--- config.mk ---
export PLATFORM = sky130hd
export DESIGN_NAME = lfsr_noise_channel
export DESIGN_NICKNAME = d
export VERILOG_FILES = /design/src/lnc_pkg.sv /design/src/lfsr_noise_channel.sv /design/src/lnc_input_stage.sv /design/src/lnc_core.sv /design/src/lnc_output_stage.sv
export SDC_FILE = /design/constraint.sdc
export NUM_CORES = 1
export LEC_CHECK = 0
export BUFFER_PORTS_ARGS = -buffer_cell sky130_fd_sc_hd__buf_2
export CAP_MARGIN = 20
export CORE_MARGIN = 1
export CORE_UTILIZATION = 35
export CTS_CLUSTER_DIAMETER = 120
export DETAILED_ROUTE_END_ITERATION = 12
export SETUP_SLACK_MARGIN = 0.05
export SYNTH_ARGS = -nofsm -noshare
export SYNTH_HDL_FRONTEND = slang
export SYNTH_SLANG_ARGS = --single-unit
export TNS_END_PERCENT = 1
--- constraint.sdc ---
create_clock -name clk -period 6.65 [get_ports clk]
set_input_delay 0.9975 -clock clk [delete_from_list [all_inputs] [get_ports clk]]
set_output_delay 0.9975 -clock clk [all_outputs]
set_load 0.05 [all_outputs]
--- src/lnc_pkg.sv ---
package lnc_pkg;

    // Item kinds carried on the input side.
    typedef logic [1:0] lnc_op_t;
    localparam lnc_op_t OP_CYCLES   = 2'd0;
    localparam lnc_op_t OP_LENGTH   = 2'd1;
    localparam lnc_op_t OP_ENVELOPE = 2'd2;
    localparam lnc_op_t OP_WRITE    = 2'd3;

    // Register selects for a write item.
    typedef logic [1:0] lnc_reg_sel_t;
    localparam lnc_reg_sel_t REG_LENGTH   = 2'd0;
    localparam lnc_reg_sel_t REG_ENVELOPE = 2'd1;
    localparam lnc_reg_sel_t REG_POLY     = 2'd2;
    localparam lnc_reg_sel_t REG_CONTROL  = 2'd3;

    localparam int LFSR_W    = 15;
    localparam int DIV_W     = 20;
    localparam int LEN_W     = 7;
    localparam int VOL_W     = 4;

    localparam logic [LFSR_W-1:0] LFSR_ALL_ONES = 15'h7FFF;
    localparam logic [LEN_W-1:0]  LEN_FULL      = 7'd64;
    localparam logic [VOL_W-1:0]  VOL_MAX       = 4'hF;
    localparam logic [3:0]        SHIFT_LIMIT   = 4'd14;
    localparam int                TRIGGER_BIT   = 7;
    localparam int                LEN_EN_BIT    = 6;

    typedef struct packed {
        lnc_op_t      op;
        logic [3:0]   cycle_count;
        lnc_reg_sel_t reg_sel;
        logic [7:0]   write_data;
    } lnc_item_t;

    typedef struct packed {
        logic [VOL_W-1:0] sample;
        logic             channel_on;
    } lnc_result_t;

    // Base divider period for each divisor code.
    function automatic logic [6:0] divisor_base(input logic [2:0] code);
        logic [6:0] base;
        unique case (code)
            3'd0:    base = 7'd8;
            3'd1:    base = 7'd16;
            3'd2:    base = 7'd32;
            3'd3:    base = 7'd48;
            3'd4:    base = 7'd64;
            3'd5:    base = 7'd80;
            3'd6:    base = 7'd96;
            default: base = 7'd112;
        endcase
        return base;
    endfunction

    // One shift of the noise register; the feedback also lands in bit 6 in short mode.
    function automatic logic [LFSR_W-1:0] lfsr_step(input logic [LFSR_W-1:0] cur,
                                                    input logic short_mode);
        logic              fb;
        logic [LFSR_W-1:0] nxt;
        fb  = cur[0] ^ cur[1];
        nxt = {fb, cur[LFSR_W-1:1]};
        if (short_mode)
        begin
            nxt[6] = fb;
        end
        return nxt;
    endfunction

endpackage

--- src/lfsr_noise_channel.sv ---
// Noise voice of a handheld-console sound unit. Each input item is a batch of clock
// cycles, a length clock, an envelope clock or a write to one of the four channel
// registers, and each item yields exactly one result item holding the current 4-bit
// sample and the channel-on flag as they stand after that item. The block takes one
// item per clock as long as the output side keeps taking results: an item is held in
// the input register, its whole state update is computed from there and written
// together with its result into the result register, which drives the output. The
// shift register steps at most twice per cycle batch, and a period shift of 14 or
// more freezes it.
module lfsr_noise_channel (
    input  logic        clk,
    input  logic        rst_n,
    input  logic        s_axis_tvalid,
    output logic        s_axis_tready,
    // cycle_count [3:0], write_data [11:4], zeros [15:12]
    input  logic [15:0] s_axis_tdata,
    // op [1:0], reg_sel [3:2]
    input  logic [3:0]  s_axis_tuser,
    output logic        m_axis_tvalid,
    input  logic        m_axis_tready,
    // sample [3:0], channel_on [4], zeros [7:5]
    output logic [7:0]  m_axis_tdata
);
    import lnc_pkg::*;

    lnc_item_t   in_item;
    lnc_item_t   item;
    lnc_result_t result;
    lnc_result_t out_result;
    logic        item_valid;
    logic        can_load;
    logic        fire;

    // Unpack the stream fields into one item.
    assign in_item.op          = s_axis_tuser[1:0];
    assign in_item.reg_sel     = s_axis_tuser[3:2];
    assign in_item.cycle_count = s_axis_tdata[3:0];
    assign in_item.write_data  = s_axis_tdata[11:4];

    // An item is processed when it sits in the input register and the result
    // register is free or being emptied in the same cycle.
    assign fire = item_valid && can_load;

    lnc_input_stage u_input (
        .clk        (clk),
        .rst_n      (rst_n),
        .in_valid   (s_axis_tvalid),
        .in_ready   (s_axis_tready),
        .in_item    (in_item),
        .item_valid (item_valid),
        .item_take  (fire),
        .item       (item)
    );

    lnc_core u_core (
        .clk    (clk),
        .rst_n  (rst_n),
        .fire   (fire),
        .item   (item),
        .result (result)
    );

    lnc_output_stage u_output (
        .clk        (clk),
        .rst_n      (rst_n),
        .load       (fire),
        .can_load   (can_load),
        .result     (result),
        .out_valid  (m_axis_tvalid),
        .out_ready  (m_axis_tready),
        .out_result (out_result)
    );

    assign m_axis_tdata = {3'b000, out_result.channel_on, out_result.sample};
endmodule

--- src/lnc_input_stage.sv ---
module lnc_input_stage (
    input  logic              clk,
    input  logic              rst_n,
    input  logic              in_valid,
    output logic              in_ready,
    input  lnc_pkg::lnc_item_t in_item,
    output logic              item_valid,
    input  logic              item_take,
    output lnc_pkg::lnc_item_t item
);
    import lnc_pkg::*;

    logic      valid_reg;
    logic      valid_next;
    lnc_item_t item_reg;

    // The register refills in the same cycle that its item moves on.
    assign in_ready   = !valid_reg || item_take;
    assign valid_next = (valid_reg && !item_take) || in_valid;

    always_ff @(posedge clk or negedge rst_n)
    begin
        if (!rst_n)
        begin
            valid_reg <= 1'b0;
        end
        else if (in_ready)
        begin
            valid_reg <= valid_next;
        end
    end

    always_ff @(posedge clk)
    begin
        if (in_ready && in_valid)
        begin
            item_reg <= in_item;
        end
    end

    assign item_valid = valid_reg;
    assign item       = item_reg;
endmodule

--- src/lnc_core.sv ---
module lnc_core (
    input  logic                clk,
    input  logic                rst_n,
    input  logic                fire,
    input  lnc_pkg::lnc_item_t  item,
    output lnc_pkg::lnc_result_t result
);
    import lnc_pkg::*;

    logic [LFSR_W-1:0] lfsr_reg,        lfsr_next;
    logic [DIV_W-1:0]  div_count_reg,   div_count_next;
    logic [2:0]        divisor_reg,     divisor_next;
    logic [3:0]        shift_reg,       shift_next;
    logic              short_reg,       short_next;
    logic [LEN_W-1:0]  length_reg,      length_next;
    logic              len_en_reg,      len_en_next;
    logic [2:0]        env_period_reg,  env_period_next;
    logic [2:0]        env_count_reg,   env_count_next;
    logic              env_up_reg,      env_up_next;
    logic [VOL_W-1:0]  env_start_reg,   env_start_next;
    logic [VOL_W-1:0]  volume_reg,      volume_next;
    logic              env_run_reg,     env_run_next;
    logic              enabled_reg,     enabled_next;

    logic [DIV_W-1:0]   period;
    logic [DIV_W:0]     sum;
    logic [DIV_W:0]     period_x2;
    logic [DIV_W+1:0]   period_x3;
    logic [LFSR_W-1:0]  lfsr_one;
    logic [LFSR_W-1:0]  lfsr_two;
    logic [7:0]         wd;

    // Shift below the limit keeps the period under 2^20.
    assign period    = DIV_W'(divisor_base(divisor_reg)) << shift_reg;
    assign sum       = {1'b0, div_count_reg} + (DIV_W+1)'(item.cycle_count);
    assign period_x2 = {period, 1'b0};
    assign period_x3 = {1'b0, period_x2} + (DIV_W+2)'(period);
    assign lfsr_one  = lfsr_step(lfsr_reg, short_reg);
    assign lfsr_two  = lfsr_step(lfsr_one, short_reg);
    assign wd        = item.write_data;

    always_comb
    begin
        lfsr_next       = lfsr_reg;
        div_count_next  = div_count_reg;
        divisor_next    = divisor_reg;
        shift_next      = shift_reg;
        short_next      = short_reg;
        length_next     = length_reg;
        len_en_next     = len_en_reg;
        env_period_next = env_period_reg;
        env_count_next  = env_count_reg;
        env_up_next     = env_up_reg;
        env_start_next  = env_start_reg;
        volume_next     = volume_reg;
        env_run_next    = env_run_reg;
        enabled_next    = enabled_reg;

        unique case (item.op)
            OP_CYCLES:
            begin
                if (enabled_reg && shift_reg < SHIFT_LIMIT)
                begin
                    // At most two steps; a count still past the period is cleared.
                    priority if ({1'b0, sum} >= period_x3)
                    begin
                        lfsr_next      = lfsr_two;
                        div_count_next = '0;
                    end
                    else if (sum >= period_x2)
                    begin
                        lfsr_next      = lfsr_two;
                        div_count_next = DIV_W'(sum - period_x2);
                    end
                    else if (sum >= {1'b0, period})
                    begin
                        lfsr_next      = lfsr_one;
                        div_count_next = DIV_W'(sum - {1'b0, period});
                    end
                    else
                    begin
                        div_count_next = DIV_W'(sum);
                    end
                end
            end
            OP_LENGTH:
            begin
                if (len_en_reg && length_reg != '0)
                begin
                    length_next = length_reg - 1'b1;
                    if (length_reg == LEN_W'(1))
                    begin
                        enabled_next = 1'b0;
                    end
                end
            end
            OP_ENVELOPE:
            begin
                if (enabled_reg && env_run_reg && env_period_reg != '0)
                begin
                    if (env_count_reg <= 3'd1)
                    begin
                        env_count_next = env_period_reg;
                        if (env_up_reg)
                        begin
                            if (volume_reg != VOL_MAX)
                            begin
                                volume_next = volume_reg + 1'b1;
                                if (volume_reg == VOL_MAX - 1'b1)
                                begin
                                    env_run_next = 1'b0;
                                end
                            end
                        end
                        else if (volume_reg != '0)
                        begin
                            volume_next = volume_reg - 1'b1;
                            if (volume_reg == VOL_W'(1))
                            begin
                                env_run_next = 1'b0;
                            end
                        end
                    end
                    else
                    begin
                        env_count_next = env_count_reg - 1'b1;
                    end
                end
            end
            OP_WRITE:
            begin
                unique case (item.reg_sel)
                    REG_LENGTH:
                    begin
                        length_next = LEN_FULL - {1'b0, wd[5:0]};
                    end
                    REG_ENVELOPE:
                    begin
                        env_period_next = wd[2:0];
                        env_count_next  = wd[2:0];
                        env_up_next     = wd[3];
                        env_start_next  = wd[7:4];
                        if (wd[7:3] == '0)
                        begin
                            enabled_next = 1'b0;
                        end
                    end
                    REG_POLY:
                    begin
                        divisor_next = wd[2:0];
                        short_next   = wd[3];
                        shift_next   = wd[7:4];
                    end
                    REG_CONTROL:
                    begin
                        len_en_next = wd[LEN_EN_BIT];
                        if (wd[TRIGGER_BIT])
                        begin
                            div_count_next = '0;
                            lfsr_next      = LFSR_ALL_ONES;
                            if (length_reg == '0)
                            begin
                                length_next = LEN_FULL;
                            end
                            env_count_next = env_period_reg;
                            volume_next    = env_start_reg;
                            env_run_next   = 1'b1;
                            if (env_start_reg != '0 || env_up_reg)
                            begin
                                enabled_next = 1'b1;
                            end
                        end
                    end
                    default:
                    begin
                    end
                endcase
            end
            default:
            begin
            end
        endcase
    end

    always_ff @(posedge clk or negedge rst_n)
    begin
        if (!rst_n)
        begin
            lfsr_reg       <= LFSR_ALL_ONES;
            div_count_reg  <= '0;
            divisor_reg    <= '0;
            shift_reg      <= '0;
            short_reg      <= 1'b0;
            length_reg     <= '0;
            len_en_reg     <= 1'b0;
            env_period_reg <= '0;
            env_count_reg  <= '0;
            env_up_reg     <= 1'b0;
            env_start_reg  <= '0;
            volume_reg     <= '0;
            env_run_reg    <= 1'b0;
            enabled_reg    <= 1'b0;
        end
        else if (fire)
        begin
            lfsr_reg       <= lfsr_next;
            div_count_reg  <= div_count_next;
            divisor_reg    <= divisor_next;
            shift_reg      <= shift_next;
            short_reg      <= short_next;
            length_reg     <= length_next;
            len_en_reg     <= len_en_next;
            env_period_reg <= env_period_next;
            env_count_reg  <= env_count_next;
            env_up_reg     <= env_up_next;
            env_start_reg  <= env_start_next;
            volume_reg     <= volume_next;
            env_run_reg    <= env_run_next;
            enabled_reg    <= enabled_next;
        end
    end

    // The result reflects the state after this item.
    assign result.sample     = (enabled_next && !lfsr_next[0]) ? volume_next : '0;
    assign result.channel_on = enabled_next;
endmodule

--- src/lnc_output_stage.sv ---
module lnc_output_stage (
    input  logic                 clk,
    input  logic                 rst_n,
    input  logic                 load,
    output logic                 can_load,
    input  lnc_pkg::lnc_result_t result,
    output logic                 out_valid,
    input  logic                 out_ready,
    output lnc_pkg::lnc_result_t out_result
);
    import lnc_pkg::*;

    logic        valid_reg;
    lnc_result_t result_reg;

    assign can_load = !valid_reg || out_ready;

    always_ff @(posedge clk or negedge rst_n)
    begin
        if (!rst_n)
        begin
            valid_reg <= 1'b0;
        end
        else if (can_load)
        begin
            valid_reg <= load;
        end
    end

    always_ff @(posedge clk)
    begin
        if (load)
        begin
            result_reg <= result;
        end
    end

    assign out_valid  = valid_reg;
    assign out_result = result_reg;
endmodule

Word level (Yosys, flattened, before mapping)
Cells that the tools add are included.

storage, ports and cells
  bits of input ports = 24
  word-level logic and storage cells = 159
  output and inout port bits = 10
  latch bits = 0
  memories = 0
  bits in writable memories = 0
  memory bits (read-only) = 0
  flip-flop bits (word level) = 91

cells by class
  divide/modulo/power cells = 0
  bitwise gates (word level) = 2
  reductions and logical operators = 36
  order comparisons = 5
  add/subtract/negate cells = 9
  shift-type cells = 1
  multipliers = 0
  mux-type cells = 52
  equal/unequal tests = 31

operator list
  operator                                               number
  two-way mux 20 bit                                     6
  two-way mux 15 bit                                     6
  case mux 7 bit (7 select lines)                        1
  case mux 20 bit (2 select lines)                       1
  subtractor 20 bit                                      2
  case mux 15 bit (2 select lines)                       1
  two-way mux 4 bit                                      7
  case mux 7 bit (2 select lines)                        2
  adder 21 x 20 -> 22 bit                                1
  greater-or-equal comparator 21 x 22 -> 1 bit           1
  adder 20 x 4 -> 21 bit                                 1
  greater-or-equal comparator 21 x 20 -> 1 bit           1
  greater-or-equal comparator 21 bit                     1
  two-way mux 7 bit                                      3
  left shift 7 x 4 -> 20 bit                             1
  two-way mux 1 bit                                      16
  case mux 3 bit (2 select lines)                        2
  AND reduction 6 bit                                    2
  inequality test 2 x 1 -> 1 bit, second input constant  5
  AND reduction 10 bit                                   1
  AND reduction 5 bit                                    2
  == test 3 bit, second input constant                   3
  two-way mux 3 bit                                      3
  inequality test 3 x 2 -> 1 bit, second input constant  3
  34 further kinds                                       64

Logic depth before layout (Yosys ltp)
  depth in word-level cells = 11
  depth in mapped cells = 30
  depth with buffers taken out = 28

Modules after synthesis
A second synthesis with hierarchy kept.

unflattened totals
  cells, all modules = 993
  area total of the unflattened synthesis = 8513.2 sq um

by module, submodules not included
  module              times used  area each (sq um)  sequential area each (sq um)  cells each
  lnc_core            1           7748.7             1720.4                        960
  lnc_input_stage     1           534.3              505.5                         20
  lnc_output_stage    1           197.7              175.2                         8
  lfsr_noise_channel  1           32.5               0.0                           5

Worst setup path before layout
Ideal clock, no wire load.

  path kind = reg-to-reg
  start = register u_core.shift_reg[1]
  end = register u_core.lfsr_reg[10]
  arrival = 5092 ps
  stages on the path, launching flop included = 30
  setup time = 79 ps
  data required time = 6571 ps
  period minus slack after synthesis = 5171 ps
  slack = 1479 ps
  buffers on the path = 3
  cell sequence = dfrtp_1 > clkbuf_1 > mux2_2 > nand2_1 > o21ai_0 > nor2_1 > a21oi_1 > nand2b_1 > inv_1 > ha_1 > a21oi_1 > o22ai_1 > o2111a_1 > o21a_1 > o21a_1 > o21a_1 > o311a_1 > nor2_1 > xnor2_1 > ha_1 > nand4_1 > nor2_1 > o21ai_0 > nand4_1 > o211ai_1 > and2_1 > a311o_1 > buf_6 > buf_6 > a22o_1

between the ends
  longest elaborated chain between the ends = 6
  elaborated cells on any way between the ends = 14
  classes of those cells = add/sub: 1; order compare: 4; eq/ne: 2; shift: 1; mux: 4; reduce/logical: 2

ends and longest elaborated chain
  element                                                                             RTL line                        source
  start: declaration                                                                  lnc_core.sv:13                  logic [3:0] shift_reg, shift_next;
  start signal: assignment                                                            lnc_core.sv:209                 shift_reg <= shift_next;
  left shift 7 x 4 -> 20 bit                                                          lnc_core.sv:34                  assign period = DIV_W'(divisor_base(divisor_reg)) << shift_reg;
  adder 21 x 20 -> 22 bit or greater-or-equal comparator 21 bit (tied branches)       lnc_core.sv:37, lnc_core.sv:70
  greater-or-equal comparator 21 x 22 -> 1 bit or two-way mux 15 bit (tied branches)  lnc_core.sv:65, lnc_core.sv:70
  two-way mux 15 bit                                                                  lnc_core.sv:65                  priority if ({1'b0, sum} >= period_x3)
  two-way mux 15 bit                                                                  lnc_core.sv:62                  if (enabled_reg && shift_reg < SHIFT_LIMIT)
  case mux 15 bit (2 select lines)                                                    lnc_core.sv:59                  unique case (item.op)
  end signal: assignment                                                              lnc_core.sv:206                 lfsr_reg <= lfsr_next;
  end: declaration                                                                    lnc_core.sv:10                  logic [LFSR_W-1:0] lfsr_reg, lfsr_next;

Parallel ways exist; a longest one is shown, timed or not. The select of a mux whose other input is x is not followed.
A chain may end at the register's enable or synchronous reset.

Final worst setup path
  start = register u_core.divisor_reg[0]
  end = register u_core.lfsr_reg[14]

between the ends
  longest elaborated chain between the ends = 8
  elaborated cells on any way between the ends = 19
  classes of those cells = add/sub: 1; order compare: 3; eq/ne: 7; shift: 1; mux: 5; reduce/logical: 2

ends and longest elaborated chain
  element                                                                             RTL line                        source
  start: declaration                                                                  lnc_core.sv:12                  logic [2:0] divisor_reg, divisor_next;
  start signal: assignment                                                            lnc_core.sv:208                 divisor_reg <= divisor_next;
  == test 3 bit, or another cell as far along                                         lnc_pkg.sv:44                   unique case (code)
  case mux 7 bit (7 select lines) (*)                                                 lnc_pkg.sv:44
  left shift 7 x 4 -> 20 bit (*)                                                      lnc_core.sv:34
  adder 21 x 20 -> 22 bit or greater-or-equal comparator 21 bit (tied branches)       lnc_core.sv:37, lnc_core.sv:70
  greater-or-equal comparator 21 x 22 -> 1 bit or two-way mux 15 bit (tied branches)  lnc_core.sv:65, lnc_core.sv:70
  two-way mux 15 bit                                                                  lnc_core.sv:65
  two-way mux 15 bit                                                                  lnc_core.sv:62
  case mux 15 bit (2 select lines)                                                    lnc_core.sv:59

Every way passes the cells marked *; elsewhere a longest branch is shown, timed or not. The select of a mux whose other input is x is not followed.

==> results by group <==
Synthesis
  • Synthesized area per cell: around 8.5 sq um
  • Primary FF master, synth: sky130_fd_sc_hd__dfrtp_1
  • EDFF count, synth: 21
  • Count of state elements after synthesis: just over 90
  • Number of cells produced by synthesis: 960
  • Synth warnings: 0
  • Area fraction of the dominant cell type after synthesis: around 17%
  • Dominant cell by count in the synthesized netlist: sky130_fd_sc_hd__nand2_1
  • Cell variety after synth: between 70 and 80
  • Share of async-settable or async-resettable flops after synthesis: approximately three quarters
  • Cell taking the most area after synthesis: sky130_fd_sc_hd__dfrtp_1
  • Dominant cells by area after synthesis: sky130_fd_sc_hd__dfrtp_1, sky130_fd_sc_hd__ha_1, sky130_fd_sc_hd__edfxtp_1
  • Cell area after synthesis: between 8000 and 9000 sq um
  • Most frequent cells after synthesis: sky130_fd_sc_hd__nand2_1, sky130_fd_sc_hd__ha_1, sky130_fd_sc_hd__o21ai_0
  • Register area share after synthesis: about 29%

Global route
  • Global routing usage summed across all routing layers: between 10% and 20%
  • Number of global-route vias before repair: 6589
  • Gr ovfl total: 0
  • Number of antenna violations at the first check in global routing: 0
  • Wire length of the first global-routing pass: 33700 um
  • Largest net degree at the start of global routing: a little over 70

STA
  • Highest clock rate: 165 MHz
  • Actual transition at the worst max-transition pin: around 0.96 ns
  • Normalized max-slew margin: 36.1%
  • Final Slew Violations: 0
  • Hold Vio Cnt, Final: 0
  • Unrepaired setup endpoints after global routing: false
  • Worst Clk Skew: about 0.019 ns
  • Setup-failing EPs final: 0
  • Fin Setup TNS: 0 ns
  • Post-route clock period utilization: between 90% and 100%
  • Final Critical Period: slightly above 6 ns
  • Worst hold slack: slightly below 0.5 ns

Placed design
  • Half-perimeter wire length of the detailed placement result: approximately 15000 um
  • Total placed cells including tap cells: about 1300
  • Final Wtd Congestion: ~0.89
  • Number of buffers inserted by port buffering: 26

Power and ir drop
  • Sequential fraction of design power: 19.6%
  • PD cells: ~500 nW/um^2
  • Static power due to leakage: 0.00375 uW
  • Net Switching: roughly 2200 uW
  • Switching power share of the total: 50.3%
  • Part of the total power dissipated in the clock network: ~12%
  • Internal portion of total power: 2190 uW
  • IR drop worst, VDD: about 240 uV
  • Gate power share: around two thirds

Setup path
  • Buf+Inv Stages, Crit Path: 1
  • Crit path kind: flop to flop
  • WP data required: about 6.9 ns
  • Worst R2R End: u_core.lfsr_reg[14]
  • Top cell family by delay on the critical path: compound AO/OA/AOI/OAI gates
  • CP max stage delay: between 0.7 and 0.8 ns
  • Endpoint arrival time on the critical path: 6.31 ns
  • Worst R2R Start: u_core.divisor_reg[0]
  • Cell repeated most along the worst path: sky130_fd_sc_hd__o21a_1
  • Type of element capturing the critical path: flop
  • Flop-to-flop setup slack: 0.60 ns
  • Kind of start point of the critical path: flop
  • Count of cells along the worst register-to-register path: 26
  • Largest fanout of any net on the critical path: 16
  • Master of the slowest instance on the critical path: sky130_fd_sc_hd__a311o_1

Floorplanning
  • Starting utilization of the core area: a little over a third
  • DIE WIDTH: approximately 150 um
  • Placeable core region: 22800 sq um
  • Site row count: between 50 and 60
  • Number of top-level pins: 34
  • Die Area: roughly 24000 sq um
  • Floorplan die height: ~150 um

Layout
  • Proportion of layout cells with a drive suffix above 1: ~10%
  • # fillers: between 2000 and 2500
  • Flip-flop count of the largest register after layout: 20
  • Number of non-filler instances in the completed layout: between 1000 and 1500
  • Register area: about 2400 sq um
  • Diode insertion count for antenna repair: 0
  • Total number of nets in the final design: around 1100
  • Multi-input gate area in the final layout: ~5400 sq um
  • Area growth, synth to finish: 8.47%

Route
  • Antenna Violating Nets Remaining: 0
  • Number of detailed-routing iterations run before antenna repair: 5
  • Final Routed Wirelength: ~20000 um
  • DR DRC count: 0
  • Routed vias: 6972
  • DR iter-0 viols: about 560
  • Average vias per placed instance: roughly 5.4
  • Mean routed wirelength per cell: 15.6 um

CTS
  • TritonCTS clock tree: done
  • Number of gates given a new drive strength after cts: 0
  • CTS Buffer Depth: 2
  • TritonCTS buffer count: 9
  • Clock Latency Late Sink: between 0.3 and 0.4 ns
  • CTS Sinks: 91
  • Number of levels in the clock H-tree: 3
  • Postcts setup bufs: 0
  • Hold buffer count at CTS: 0
  • Root Driver: sky130_fd_sc_hd__clkbuf_16
  • Clock input transition at the sequential cells of the worst setup and hold paths: 0.09 ns

Hold path
  • Class of the tightest hold or removal check: flop to flop
  • Cell count of the worst hold path: 1
  • Hold Path End: u_output.out_valid
  • Origin of the worst min-delay path: u_input.item_valid

Run
  • Max capacitance violation total: 0

Outcome
  • Result of the run: complete, no violations
-- metrics by stage --
stage                     total power [uW]  setup WS, ns  utilization (%)  instance area [sq um]
after floorplan                       3210          1.48                -                   8180
after global placement                3820         0.713             37.6                   8560
after detailed placement              3840         0.651             37.6                   8560
after CTS                             4400         0.612             38.9                   8860
after global routing                  4830        0.0548             38.9                   8860
final                                 4400         0.598             38.9                   8860
-- power groups by stage --
stage	registers, uW	logic, uW	clock network (uW)
after floorplan	814	2390	0
after global placement	867	2960	0
after detailed placement	870	2970	0
after CTS	860	2990	553
after global routing	890	3370	572
final	862	3000	540
-- cell families after synthesis --
group                      after synthesis  share of synthesized area (%)
and+or+nand+nor                        329                           19.5
AOI/OAI and AO/OA                      279                           23.2
DFF                                     91                           29.4
adders and majority gates               88                           13.7
buffers and inverters                   87                           4.59
xor gates and xnor gates                66                           7.08
muxes                                   19                           2.56
other                                    1                         0.0459
-- how the worst max path moves through the flow --
stage / from / to / depth (start not counted)
after floorplan: u_core.shift_reg[1] / u_core.lfsr_reg[10] / 29
after global placement: u_core.divisor_reg[0] / u_core.lfsr_reg[14] / 26
after detailed placement: u_core.divisor_reg[0] / u_core.lfsr_reg[14] / 26
after CTS: u_core.divisor_reg[0] / u_core.lfsr_reg[14] / 26
after global routing: u_core.shift_reg[0] / u_core.lfsr_reg[13] / 28
final: u_core.divisor_reg[0] / u_core.lfsr_reg[14] / 26
-- final cells by class --
class                   count  area share [%]
clock buffers               9            2.54
well taps                 313            4.42
inverters                  48            2.03
flip-flops and latches     91            27.1
repair buffers             32            2.01
multi-input cells         784            61.0
clock inverters             7           0.890
-- cell usage in the layout (no fill, tap or decap), types with 4 or more instances in the layout --
cell,count
sky130_fd_sc_hd__a22o_1,19
sky130_fd_sc_hd__buf_2,25
sky130_fd_sc_hd__a31oi_1,6
sky130_fd_sc_hd__nand3_1,39
sky130_fd_sc_hd__dfrtp_1,55
sky130_fd_sc_hd__and2_1,7
sky130_fd_sc_hd__xnor2_1,41
sky130_fd_sc_hd__ha_1,86
sky130_fd_sc_hd__a22oi_1,4
sky130_fd_sc_hd__a32o_1,4
sky130_fd_sc_hd__clkbuf_16,9
sky130_fd_sc_hd__o21ai_0,67
sky130_fd_sc_hd__nor3_1,21
sky130_fd_sc_hd__o22ai_1,7
sky130_fd_sc_hd__a32oi_1,8
sky130_fd_sc_hd__dfstp_2,15
sky130_fd_sc_hd__mux2i_1,4
sky130_fd_sc_hd__a221oi_1,5
sky130_fd_sc_hd__nand2_1,123
sky130_fd_sc_hd__or3_1,7
sky130_fd_sc_hd__o311ai_0,4
sky130_fd_sc_hd__a211oi_1,12
sky130_fd_sc_hd__xor2_1,25
sky130_fd_sc_hd__buf_4,7
sky130_fd_sc_hd__o211ai_1,25
sky130_fd_sc_hd__nand2b_1,12
sky130_fd_sc_hd__or2_2,6
sky130_fd_sc_hd__inv_1,47
sky130_fd_sc_hd__nor2b_1,11
sky130_fd_sc_hd__mux2_2,15
sky130_fd_sc_hd__nand4_1,19
sky130_fd_sc_hd__nor2_1,56
sky130_fd_sc_hd__edfxtp_1,21
sky130_fd_sc_hd__a21o_1,15
sky130_fd_sc_hd__and3_1,8
sky130_fd_sc_hd__o21a_1,7
sky130_fd_sc_hd__o31ai_1,4
sky130_fd_sc_hd__a21oi_1,59
-- metal layers --
layer	GRT usage, %	vias to the layer above	share of wire (%)	routed length, um
li1	-	3545	-	-
met1	24.7	3292	51	10100
met2	28.2	116	45	9010
met3	1.60	19	2.8	561
met4	5.70	0	1.6	329
met5	0	-	0	0
Note: power is estimated with default switching activity, not from simulation.
